<file path="src/sv/stt_pkg.sv">
// shared types, constants and helpers for the source text tokenizer
`timescale 1ns / 1ps

package stt_pkg;

   localparam int OFFSET_BITS_DEFAULT = 16;
   localparam int LINE_BITS_DEFAULT   = 16;

   localparam int KIND_BITS  = 9;
   localparam int FIELD_BITS = 16;

   localparam logic [KIND_BITS-1:0] KIND_END    = 9'd0;
   localparam logic [KIND_BITS-1:0] KIND_INT    = 9'd256;
   localparam logic [KIND_BITS-1:0] KIND_IDENT  = 9'd257;
   localparam logic [KIND_BITS-1:0] KIND_RETURN = 9'd258;

   localparam logic [7:0] CHAR_ZERO       = 8'h00;
   localparam logic [7:0] CHAR_NEWLINE    = 8'h0A;
   localparam logic [7:0] CHAR_SPACE      = 8'h20;
   localparam logic [7:0] CHAR_TAB        = 8'h09;
   localparam logic [7:0] CHAR_CR         = 8'h0D;
   localparam logic [7:0] CHAR_SLASH      = 8'h2F;
   localparam logic [7:0] CHAR_UNDERSCORE = 8'h5F;
   localparam logic [7:0] CHAR_DIGIT_LO   = 8'h30;
   localparam logic [7:0] CHAR_DIGIT_HI   = 8'h39;
   localparam logic [7:0] CHAR_LOWER_LO   = 8'h61;
   localparam logic [7:0] CHAR_LOWER_HI   = 8'h7A;
   localparam logic [7:0] CHAR_UPPER_LO   = 8'h41;
   localparam logic [7:0] CHAR_UPPER_HI   = 8'h5A;

   localparam logic [2:0] KW_LENGTH = 3'd6;

   localparam int FIFO_DEPTH = 4;
   localparam int PTR_BITS   = $clog2(FIFO_DEPTH);
   localparam int CNT_BITS   = $clog2(FIFO_DEPTH + 1);

   typedef struct packed {
      logic [KIND_BITS-1:0]  token_kind;
      logic [FIELD_BITS-1:0] start_offset;
      logic [FIELD_BITS-1:0] token_length;
      logic [FIELD_BITS-1:0] line_number;
      logic                  last_of_run;
   } token_type;

   // up to two tokens produced by one source byte
   typedef struct packed {
      logic [1:0] count;
      token_type  tok0;
      token_type  tok1;
   } push_type;

   function automatic logic [FIELD_BITS-1:0] sat16(input logic [31:0] v);
      if (v > 32'h0000_FFFF) begin
         return 16'hFFFF;
      end
      return v[FIELD_BITS-1:0];
   endfunction

   // spelling of the return keyword
   function automatic logic [7:0] kw_char(input logic [2:0] idx);
      logic [7:0] c;
      case (idx)
         3'd0:    c = 8'h72;
         3'd1:    c = 8'h65;
         3'd2:    c = 8'h74;
         3'd3:    c = 8'h75;
         3'd4:    c = 8'h72;
         3'd5:    c = 8'h6E;
         default: c = 8'h00;
      endcase
      return c;
   endfunction

endpackage

</file>
<file path="src/sv/stt_channels.sv">
// valid/ready channel interfaces for source bytes and tokens
`timescale 1ns / 1ps

interface stt_req_if;
   logic       valid;
   logic       ready;
   logic [7:0] source_byte;

   modport source (output valid, output source_byte, input ready);
   modport sink   (input valid, input source_byte, output ready);
endinterface

interface stt_rsp_if;
   logic        valid;
   logic        ready;
   logic [8:0]  token_kind;
   logic [15:0] start_offset;
   logic [15:0] token_length;
   logic [15:0] line_number;
   logic        last_of_run;

   modport source (output valid, output token_kind, output start_offset,
                   output token_length, output line_number, output last_of_run,
                   input ready);
   modport sink   (input valid, input token_kind, input start_offset,
                   input token_length, input line_number, input last_of_run,
                   output ready);
endinterface

</file>
<file path="src/sv/source_text_tokenizer.sv">
// top level of the source text tokenizer
// a token is queued as the byte that completes it is accepted, then shown on rsp_ch in order
// throughput: one source byte per cycle while the token queue has room; a byte
//    that yields two tokens pushes both into a four-entry token queue
// the input stalls only when the token queue has fewer than two free entries
// reset: synchronous, active high; offset 0, line 1, no open run, queue empty
`timescale 1ns / 1ps

module source_text_tokenizer #(
   parameter int OFFSET_BITS = stt_pkg::OFFSET_BITS_DEFAULT,
   parameter int LINE_BITS   = stt_pkg::LINE_BITS_DEFAULT
) (
   input  logic      clock,
   input  logic      reset,
   stt_req_if.sink   req_ch,
   stt_rsp_if.source rsp_ch
);

   stt_pkg::push_type push;
   logic              push_ready;
   logic              accept;

   assign req_ch.ready = push_ready;
   assign accept       = req_ch.valid && push_ready;

   stt_scanner #(
      .OFFSET_BITS (OFFSET_BITS),
      .LINE_BITS   (LINE_BITS)
   ) u_scanner (
      .clock       (clock),
      .reset       (reset),
      .accept      (accept),
      .source_byte (req_ch.source_byte),
      .push        (push)
   );

   stt_token_fifo u_token_fifo (
      .clock      (clock),
      .reset      (reset),
      .push       (push),
      .push_ready (push_ready),
      .rsp_ch     (rsp_ch)
   );

endmodule

</file>
<file path="src/sv/stt_scanner.sv">
// per-byte scanner state and token generation
`timescale 1ns / 1ps

module stt_scanner #(
   parameter int OFFSET_BITS = stt_pkg::OFFSET_BITS_DEFAULT,
   parameter int LINE_BITS   = stt_pkg::LINE_BITS_DEFAULT
) (
   input  logic              clock,
   input  logic              reset,
   input  logic              accept,
   input  logic [7:0]        source_byte,
   output stt_pkg::push_type push
);

   localparam logic [2:0] MODE_IDLE    = 3'd0;
   localparam logic [2:0] MODE_INT     = 3'd1;
   localparam logic [2:0] MODE_IDENT   = 3'd2;
   localparam logic [2:0] MODE_SLASH   = 3'd3;
   localparam logic [2:0] MODE_COMMENT = 3'd4;

   localparam logic [OFFSET_BITS-1:0] OFF_MAX  = {OFFSET_BITS{1'b1}};
   localparam logic [LINE_BITS-1:0]   LINE_MAX = {LINE_BITS{1'b1}};
   localparam logic [LINE_BITS-1:0]   LINE_ONE = LINE_BITS'(1);

   logic [OFFSET_BITS-1:0] pos_ff, pos_in;
   logic [LINE_BITS-1:0]   line_ff, line_in;
   logic [2:0]             mode_ff, mode_in;
   logic [OFFSET_BITS-1:0] run_start_ff, run_start_in;
   logic [LINE_BITS-1:0]   run_line_ff, run_line_in;
   logic [2:0]             kw_prog_ff, kw_prog_in;
   logic                   kw_alive_ff, kw_alive_in;

   logic                   is_digit, is_alpha, is_word, is_space;
   logic                   close_en, idle_en, ended;
   logic                   close_valid, idle_valid;
   logic [OFFSET_BITS-1:0] run_len;
   stt_pkg::token_type     close_tok, idle_tok;

   assign is_digit = (source_byte >= stt_pkg::CHAR_DIGIT_LO)
                     && (source_byte <= stt_pkg::CHAR_DIGIT_HI);
   assign is_alpha = ((source_byte >= stt_pkg::CHAR_LOWER_LO)
                      && (source_byte <= stt_pkg::CHAR_LOWER_HI))
                     || ((source_byte >= stt_pkg::CHAR_UPPER_LO)
                      && (source_byte <= stt_pkg::CHAR_UPPER_HI));
   assign is_word  = is_alpha || is_digit || (source_byte == stt_pkg::CHAR_UNDERSCORE);
   assign is_space = (source_byte == stt_pkg::CHAR_SPACE)
                     || ((source_byte >= stt_pkg::CHAR_TAB)
                      && (source_byte <= stt_pkg::CHAR_CR));

   assign run_len = pos_ff - run_start_ff;

   // token of the run that this byte closes
   always_comb begin
      close_tok              = '0;
      close_tok.start_offset = stt_pkg::sat16(32'(run_start_ff));
      close_tok.line_number  = stt_pkg::sat16(32'(run_line_ff));
      close_tok.token_length = stt_pkg::sat16(32'(run_len));
      case (mode_ff)
         MODE_INT: begin
            close_tok.token_kind = stt_pkg::KIND_INT;
         end
         MODE_IDENT: begin
            close_tok.token_kind = (kw_alive_ff && (kw_prog_ff == stt_pkg::KW_LENGTH))
                                   ? stt_pkg::KIND_RETURN : stt_pkg::KIND_IDENT;
         end
         default: begin
            close_tok.token_kind   = {1'b0, stt_pkg::CHAR_SLASH};
            close_tok.token_length = 16'd1;
         end
      endcase
   end

   always_comb begin
      pos_in       = pos_ff;
      line_in      = line_ff;
      mode_in      = mode_ff;
      run_start_in = run_start_ff;
      run_line_in  = run_line_ff;
      kw_prog_in   = kw_prog_ff;
      kw_alive_in  = kw_alive_ff;
      close_en     = 1'b0;
      idle_en      = 1'b0;
      idle_valid   = 1'b0;
      ended        = 1'b0;

      idle_tok              = '0;
      idle_tok.start_offset = stt_pkg::sat16(32'(pos_ff));
      idle_tok.line_number  = stt_pkg::sat16(32'(line_ff));
      idle_tok.token_kind   = {1'b0, source_byte};
      idle_tok.token_length = 16'd1;
      idle_tok.last_of_run  = 1'b1;

      unique case (mode_ff)
         MODE_INT: begin
            if (!is_digit) begin
               close_en = 1'b1;
               idle_en  = 1'b1;
            end
         end
         MODE_IDENT: begin
            if (is_word) begin
               if (kw_alive_ff) begin
                  if ((kw_prog_ff < stt_pkg::KW_LENGTH)
                      && (source_byte == stt_pkg::kw_char(kw_prog_ff))) begin
                     kw_prog_in = kw_prog_ff + 3'd1;
                  end else begin
                     kw_alive_in = 1'b0;
                  end
               end
            end else begin
               close_en = 1'b1;
               idle_en  = 1'b1;
            end
         end
         MODE_SLASH: begin
            if (source_byte == stt_pkg::CHAR_SLASH) begin
               mode_in = MODE_COMMENT;
            end else begin
               close_en = 1'b1;
               idle_en  = 1'b1;
            end
         end
         MODE_COMMENT: begin
            if ((source_byte == stt_pkg::CHAR_NEWLINE)
                || (source_byte == stt_pkg::CHAR_ZERO)) begin
               idle_en = 1'b1;
            end
         end
         default: begin
            idle_en = 1'b1;
         end
      endcase

      // byte seen with no run open
      if (idle_en) begin
         mode_in = MODE_IDLE;
         if (source_byte == stt_pkg::CHAR_ZERO) begin
            idle_valid            = 1'b1;
            idle_tok.token_kind   = stt_pkg::KIND_END;
            idle_tok.token_length = 16'd0;
            ended                 = 1'b1;
         end else if (is_space) begin
            if ((source_byte == stt_pkg::CHAR_NEWLINE) && (line_ff != LINE_MAX)) begin
               line_in = line_ff + LINE_ONE;
            end
         end else if (source_byte == stt_pkg::CHAR_SLASH) begin
            mode_in      = MODE_SLASH;
            run_start_in = pos_ff;
            run_line_in  = line_ff;
         end else if (is_digit) begin
            mode_in      = MODE_INT;
            run_start_in = pos_ff;
            run_line_in  = line_ff;
         end else if (is_word) begin
            mode_in      = MODE_IDENT;
            run_start_in = pos_ff;
            run_line_in  = line_ff;
            kw_alive_in  = (source_byte == stt_pkg::kw_char(3'd0));
            kw_prog_in   = (source_byte == stt_pkg::kw_char(3'd0)) ? 3'd1 : 3'd0;
         end else begin
            idle_valid = 1'b1;
         end
      end

      if (ended) begin
         pos_in       = '0;
         line_in      = LINE_ONE;
         mode_in      = MODE_IDLE;
         run_start_in = '0;
         run_line_in  = LINE_ONE;
         kw_prog_in   = 3'd0;
         kw_alive_in  = 1'b1;
      end else if (pos_ff != OFF_MAX) begin
         pos_in = pos_ff + OFFSET_BITS'(1);
      end
   end

   assign close_valid = close_en
                        && ((mode_ff == MODE_INT) || (mode_ff == MODE_IDENT)
                         || (mode_ff == MODE_SLASH));

   // pack the tokens of this byte, first one in tok0
   always_comb begin
      push       = '0;
      push.tok1  = idle_tok;
      if (close_valid) begin
         push.tok0             = close_tok;
         push.tok0.last_of_run = !idle_valid;
      end else begin
         push.tok0 = idle_tok;
      end
      if (accept) begin
         push.count = {1'b0, close_valid} + {1'b0, idle_valid};
      end
   end

   always_ff @(posedge clock) begin
      if (reset) begin
         pos_ff       <= '0;
         line_ff      <= LINE_ONE;
         mode_ff      <= MODE_IDLE;
         run_start_ff <= '0;
         run_line_ff  <= LINE_ONE;
         kw_prog_ff   <= 3'd0;
         kw_alive_ff  <= 1'b1;
      end else if (accept) begin
         pos_ff       <= pos_in;
         line_ff      <= line_in;
         mode_ff      <= mode_in;
         run_start_ff <= run_start_in;
         run_line_ff  <= run_line_in;
         kw_prog_ff   <= kw_prog_in;
         kw_alive_ff  <= kw_alive_in;
      end
   end

`ifndef SYNTHESIS
   a_line_nonzero: assert property (@(posedge clock) disable iff (reset)
      line_ff != '0)
      else $error("line count reached zero");

   a_end_restarts: assert property (@(posedge clock) disable iff (reset)
      accept && (source_byte == stt_pkg::CHAR_ZERO) |=> (pos_ff == '0) && (line_ff == LINE_ONE))
      else $error("end byte did not restart the source");

   a_run_order: assert property (@(posedge clock) disable iff (reset)
      run_start_ff <= pos_ff)
      else $error("run start beyond current offset");

   a_pair_last: assert property (@(posedge clock) disable iff (reset)
      push.count == 2'd2 |-> !push.tok0.last_of_run && push.tok1.last_of_run)
      else $error("bad last flag on token pair");
`endif

endmodule

</file>
<file path="src/sv/stt_token_fifo.sv">
// small token queue: up to two in per cycle while push_ready is high, one out per ready cycle
`timescale 1ns / 1ps

module stt_token_fifo (
   input  logic              clock,
   input  logic              reset,
   input  stt_pkg::push_type push,
   output logic              push_ready,
   stt_rsp_if.source         rsp_ch
);

   stt_pkg::token_type              mem_ff [stt_pkg::FIFO_DEPTH];
   logic [stt_pkg::PTR_BITS-1:0]    wr_ptr_ff, wr_ptr_in;
   logic [stt_pkg::PTR_BITS-1:0]    rd_ptr_ff, rd_ptr_in;
   logic [stt_pkg::CNT_BITS-1:0]    count_ff, count_in;
   logic [stt_pkg::PTR_BITS-1:0]    wr_ptr_next;
   logic                            pop;
   stt_pkg::token_type              head;

   assign pop         = rsp_ch.valid && rsp_ch.ready;
   assign wr_ptr_next = wr_ptr_ff + stt_pkg::PTR_BITS'(1);
   assign wr_ptr_in   = wr_ptr_ff + stt_pkg::PTR_BITS'(push.count);
   assign rd_ptr_in   = rd_ptr_ff + stt_pkg::PTR_BITS'(pop);
   assign count_in    = count_ff + stt_pkg::CNT_BITS'(push.count)
                        - stt_pkg::CNT_BITS'(pop);
   assign push_ready  = count_ff <= stt_pkg::CNT_BITS'(stt_pkg::FIFO_DEPTH - 2);

   assign head                = mem_ff[rd_ptr_ff];
   assign rsp_ch.valid        = count_ff != '0;
   assign rsp_ch.token_kind   = head.token_kind;
   assign rsp_ch.start_offset = head.start_offset;
   assign rsp_ch.token_length = head.token_length;
   assign rsp_ch.line_number  = head.line_number;
   assign rsp_ch.last_of_run  = head.last_of_run;

   always_ff @(posedge clock) begin
      if (push.count != 2'd0) begin
         mem_ff[wr_ptr_ff] <= push.tok0;
      end
      if (push.count == 2'd2) begin
         mem_ff[wr_ptr_next] <= push.tok1;
      end
   end

   always_ff @(posedge clock) begin
      if (reset) begin
         wr_ptr_ff <= '0;
         rd_ptr_ff <= '0;
         count_ff  <= '0;
      end else begin
         wr_ptr_ff <= wr_ptr_in;
         rd_ptr_ff <= rd_ptr_in;
         count_ff  <= count_in;
      end
   end

`ifndef SYNTHESIS
   a_no_overflow: assert property (@(posedge clock) disable iff (reset)
      count_ff <= stt_pkg::CNT_BITS'(stt_pkg::FIFO_DEPTH))
      else $error("token queue overflow");

   a_push_room: assert property (@(posedge clock) disable iff (reset)
      push.count != 2'd0 |-> push_ready)
      else $error("tokens pushed without room");

   a_ptr_gap: assert property (@(posedge clock) disable iff (reset)
      stt_pkg::PTR_BITS'(count_ff) == stt_pkg::PTR_BITS'(wr_ptr_ff - rd_ptr_ff))
      else $error("queue pointers disagree with fill count");
`endif

endmodule

</file>
<file path="src/flat_wrapper.sv">
// flat-port wrapper written by rule: the top's interface ports become plain ports
module source_text_tokenizer_flat 
#(
   parameter int OFFSET_BITS = stt_pkg::OFFSET_BITS_DEFAULT,
   parameter int LINE_BITS   = stt_pkg::LINE_BITS_DEFAULT
)
  (clock, reset, req_ch_valid, req_ch_source_byte, req_ch_ready, rsp_ch_valid, rsp_ch_token_kind, rsp_ch_start_offset, rsp_ch_token_length, rsp_ch_line_number, rsp_ch_last_of_run, rsp_ch_ready);
  stt_req_if req_ch_i ();
  stt_rsp_if rsp_ch_i ();
  input  logic clock;
  input  logic reset;
  input wire logic [$bits(req_ch_i.valid)-1:0] req_ch_valid;
  input wire logic [$bits(req_ch_i.source_byte)-1:0] req_ch_source_byte;
  output wire logic [$bits(req_ch_i.ready)-1:0] req_ch_ready;
  output wire logic [$bits(rsp_ch_i.valid)-1:0] rsp_ch_valid;
  output wire logic [$bits(rsp_ch_i.token_kind)-1:0] rsp_ch_token_kind;
  output wire logic [$bits(rsp_ch_i.start_offset)-1:0] rsp_ch_start_offset;
  output wire logic [$bits(rsp_ch_i.token_length)-1:0] rsp_ch_token_length;
  output wire logic [$bits(rsp_ch_i.line_number)-1:0] rsp_ch_line_number;
  output wire logic [$bits(rsp_ch_i.last_of_run)-1:0] rsp_ch_last_of_run;
  input wire logic [$bits(rsp_ch_i.ready)-1:0] rsp_ch_ready;
  assign req_ch_i.valid = req_ch_valid;
  assign req_ch_i.source_byte = req_ch_source_byte;
  assign req_ch_ready = req_ch_i.ready;
  assign rsp_ch_valid = rsp_ch_i.valid;
  assign rsp_ch_token_kind = rsp_ch_i.token_kind;
  assign rsp_ch_start_offset = rsp_ch_i.start_offset;
  assign rsp_ch_token_length = rsp_ch_i.token_length;
  assign rsp_ch_line_number = rsp_ch_i.line_number;
  assign rsp_ch_last_of_run = rsp_ch_i.last_of_run;
  assign rsp_ch_i.ready = rsp_ch_ready;
  source_text_tokenizer #(.OFFSET_BITS(OFFSET_BITS), .LINE_BITS(LINE_BITS)) u_core (.clock(clock), .reset(reset), .req_ch(req_ch_i), .rsp_ch(rsp_ch_i));
endmodule
</file>
<file path="config.mk">
export PLATFORM = sky130hd
export DESIGN_NAME = source_text_tokenizer_flat
export DESIGN_NICKNAME = d
export VERILOG_FILES = /design/src/sv/stt_pkg.sv /design/src/sv/stt_channels.sv /design/src/sv/source_text_tokenizer.sv /design/src/sv/stt_scanner.sv /design/src/sv/stt_token_fifo.sv /design/src/flat_wrapper.sv
export SDC_FILE = /design/constraint.sdc
export NUM_CORES = 1
export LEC_CHECK = 0
export BUFFER_PORTS_ARGS = -buffer_cell sky130_fd_sc_hd__buf_2
export CAP_MARGIN = 20
export CORE_UTILIZATION = 40
export CTS_BUF_LIST = sky130_fd_sc_hd__clkbuf_8
export DETAILED_ROUTE_END_ITERATION = 7
export GPL_TIMING_DRIVEN = 0
export SLEW_MARGIN = 20
export SYNTH_ARGS = -nofsm -noshare
export SYNTH_HDL_FRONTEND = slang
export SYNTH_SLANG_ARGS = --single-unit
</file>
<file path="constraint.sdc">
create_clock -name clock -period 5.04 [get_ports clock]
set_clock_uncertainty 0.1 [all_clocks]
set_input_delay 0.252 -clock clock [delete_from_list [all_inputs] [get_ports clock]]
set_output_delay 0.252 -clock clock [all_outputs]
set_load 0.02 [all_outputs]
</file>
==> metrics.md <==
| Metric | Value |
|---|---|
| Max Freq | 0.210 GHz |
| Post-synthesis compound-gate area fraction | 0.161 |
| Hold slack | 0.0420 ns |
| Yosys top cell by area | edfxtp_1 |
| Setup violators final | 0 |
| Post-CTS setup buffers | 0 |
| Leak pwr | about 6.1 nW |
| Worst IR drop on VDD | 0.000194 V |
| Sequential area share after synthesis | 0.523 |
| Number of top-level pins | 72 |
| Dpl cells | roughly 1900 |
| Setup crit start kind | register |
| Crit Path Class | register to register |
| Hold Crit Start | reset |
| Routed via count | 11211 |
| Final hold vios | 0 |
| Initial antenna violation count | 0 |
| Grt ovf | 0 |
| Hpwl dp | 28.6 mm |
| Time the worst path needs with I/O delays and setup | 4.75 ns |
| CP startpoint | u_core.u_scanner.mode_ff[1] |
| Synth Area in Simple Gates | 0.133 |
| Met3 Use GR | 0.0315 |
| Commonest non-fill, non-tap cell in the layout | edfxtp_1 |
| Fin area | 17000 sq um |
| Worst Setup End Kind | register |
| Layout cells sized above 1 | 0.180 |
| Pwr Density | 402 nW/um^2 |
| Number of buffers created by CTS | 52 |
| DR iter-0 viols | between 800 and 900 |
| Multiplexer share of the synthesized area | 0.0877 |
| CP required | 5.12 ns |
| Final WL | 42.0 mm |
| Tightest Pin Transition | 1.05 ns |
| Headroom to the max-slew limit | 0.299 |
| H-tree levels | 2 |
| Final core occ | 0.463 |
| Total GRT Usage | 0.220 |
| DRC Markers | 0 |
| Yosys warnings | 0 |
| Placed Area | 15900 sq um |
| Most frequent cells in the layout | edfxtp_1 (164), nand2_1 (156), a22o_1 (155), dfxtp_1 (146), buf_2 (99) |
| Gr busiest metal | met2 |
| Chip Height | about 200 microns |
| TritonRoute pass-1 iters | 5 |
| CTS tree | built |
| Post-Synth Adder-Cell Area | 0.0260 |
| Initial Util | 0.408 |
| Via density | 5.72 |
| Top post-synthesis cells by area | edfxtp_1 (33%), dfxtp_1 (19%), a22o_1 (9.0%) |
| Core Box Area | 36800 sq um |
| Avg Cell Area, Syn | 11.3 sq um |
| Number of routed nets with antenna violations | 0 |
| Unrepaired setup endpoints after global routing | no |
| Clk pin slew, worst setup/hold paths | 0.06 ns |
| Worst r2r src | u_core.u_scanner.mode_ff[1] |
| Root buffer cell | clkbuf_8 |
| Unique cell type count in the Yosys netlist | 70 |
| Max-slew violations | 0 |
| Post-synth EDFFs | ~160 |
| Crit share post-route | 0.943 |
| CP arrival | 4.83 ns |
| Seq cells post-synth | 310 |
| P&R area growth vs syn | 13.5% |
| Ys flop type | edfxtp_1 |
| Global-route wire length before repair | 64.3 mm |
| Final std cells w/o fill | 1960 |
| Area of the die | 38300 sq um |
| Met1 Use GR | 0.299 |
| Main combinational cell family by area after synthesis | compound AO/OA/AOI/OAI gates |
| MaxCap Viol Count | 0 |
| R2r setup slk | 0.29 ns |
| WL per Instance | 21.4 microns |
| Cell row count | 70 |
| Nets | 1493 |
| Syn Nets | 1369 |
| Max FO, Critical Path | between 40 and 50 |
| N_diodes | 0 |
| Gpl congestion | just under 0.9 |
| Mapped Cells | roughly 1300 |
| GR Layer Usage met2 | 0.361 |
| Area share of the largest cell type after synthesis | 0.328 |
| Largest net degree at the start of global routing | 43 |
| Synth Area in XOR/XNOR | 0.0269 |
| Min-delay worst type | input pin to register |
| Die X | 196 microns |
| Mapped cell area | 15000 sq um |
| I/O Buffers | 69 |
| Post-synth ARST share | 0 |
| Bufs on Longest Clock Path | 3 |
| Worst-Skew Late Latency | 0.58 ns |
| Status | finished clean |
| Clock sinks | 310 |
| Vias in the first global route | roughly 11000 |
==> layer usage <==
metal | wire length, microns | share of wire
met3 | 2560 | 0.061
met5 | 0 | 0
met1 | 18400 | 0.44
met2 | 20000 | 0.48
met4 | 1050 | 0.025
==> final cells by class <==
| cell class | instances | area [sq um] |
|---|---|---|
| Buffer | 112 | 499 |
| Clock buffer | 60 | 826 |
| Fill cell | 3484 | 19800 |
| Timing Repair Buffer | 70 | 355 |
| Tap cell | 468 | 586 |
| Multi-Input combinational cell | 867 | 6510 |
| Sequential cell | 310 | 7850 |
| Inverter | 38 | 153 |
| Clock inverter | 35 | 250 |
==> kinds of logic after synthesis <==
logic type | Yosys count
compound gates | 328
xor+xnor | 46
fa+ha+maj | 30
buf+inv | 150
flops | 310
mux | 59
simple gates | 404
==> report_power, final <==
group | switching [W] | internal [W] | leakage (nW) | total (W)
clock network | 0.00102 | 0.00129 | 0.630 | 0.00231
logic | 0.00105 | 0.000586 | 2.68 | 0.00164
registers | 0.0000573 | 0.00284 | 2.74 | 0.00290
total | 0.00213 | 0.00471 | 6.05 | 0.00685
==> state kept, by name, indices dropped and copies added, names as in the netlist <==
signal                         count
u_core.u_token_fifo.rd_ptr_ff      2
u_core.u_scanner.kw_prog_ff        3
u_core.u_scanner.pos_ff           16
u_core.u_token_fifo.wr_ptr_ff      2
u_core.u_scanner.mode_ff           3
u_core.u_token_fifo.mem_ff       232
u_core.u_token_fifo.count_ff       3
u_core.u_scanner.kw_alive_ff       1
u_core.u_scanner.run_start_ff     16
u_core.u_scanner.run_line_ff      16
u_core.u_scanner.line_ff          16
==> path summary, 6_finish.rpt <==
path | endpoint | cells past startpoint
max | u_core.u_token_fifo.mem_ff[0][36] | 10
min | u_core.u_scanner.mode_ff[0] | 4
max reg2reg | u_core.u_token_fifo.mem_ff[0][36] | 10
min reg2reg | u_core.u_token_fifo.mem_ff[1][57] | 2
==> Yosys cell counts (6+ instances only) <==
cell / instances
or3_1: 7
nor3_1: 15
a31oi_1: 6
nand2_1: 156
nor3_2: 8
and2_1: 16
nor2b_1: 11
o21ai_1: 7
and4_1: 6
buf_1: 12
xor2_1: 14
a21o_1: 7
nand3_1: 59
clkbuf_1: 63
nor2_1: 73
xnor2_1: 32
edfxtp_1: 164
inv_1: 37
mux4_2: 58
nand4_1: 10
a22o_1: 155
nor4_2: 6
nand2b_1: 7
a21oi_1: 50
o21ai_0: 59
ha_1: 28
buf_2: 30
dfxtp_1: 146
==> per-stage QoR <==
step                      setup WS [ns]  power, W  TNS [ns]
after floorplan                    1.02   0.00404         0
after global placement           -0.945   0.00460   -107.55
after detailed placement         0.0684   0.00461         0
after CTS                         0.404   0.00691         0
after global routing              0.107   0.00713         0
final                             0.287   0.00685         0
==> repair_timing <==
action                                  4_1_cts  5_1_grt
resized for setup                             0        0
hold endpoints to repair                      3        0
hold buffers                                  1        0
endpoints found under the setup margin        0        0
==> critical path, stage by stage, from the launching register on <==
cell	delay, ns
dfxtp_1	0.43
nand3b_1	0.17
a31oi_1	0.67
or3_1	0.27
o22ai_2	0.12
nor3b_1	0.30
ha_1	0.33
o21ai_0	0.39
nor3_1	0.24
nor2_1	0.78
inv_4	0.50
Note: power is estimated with default switching activity, not from simulation.
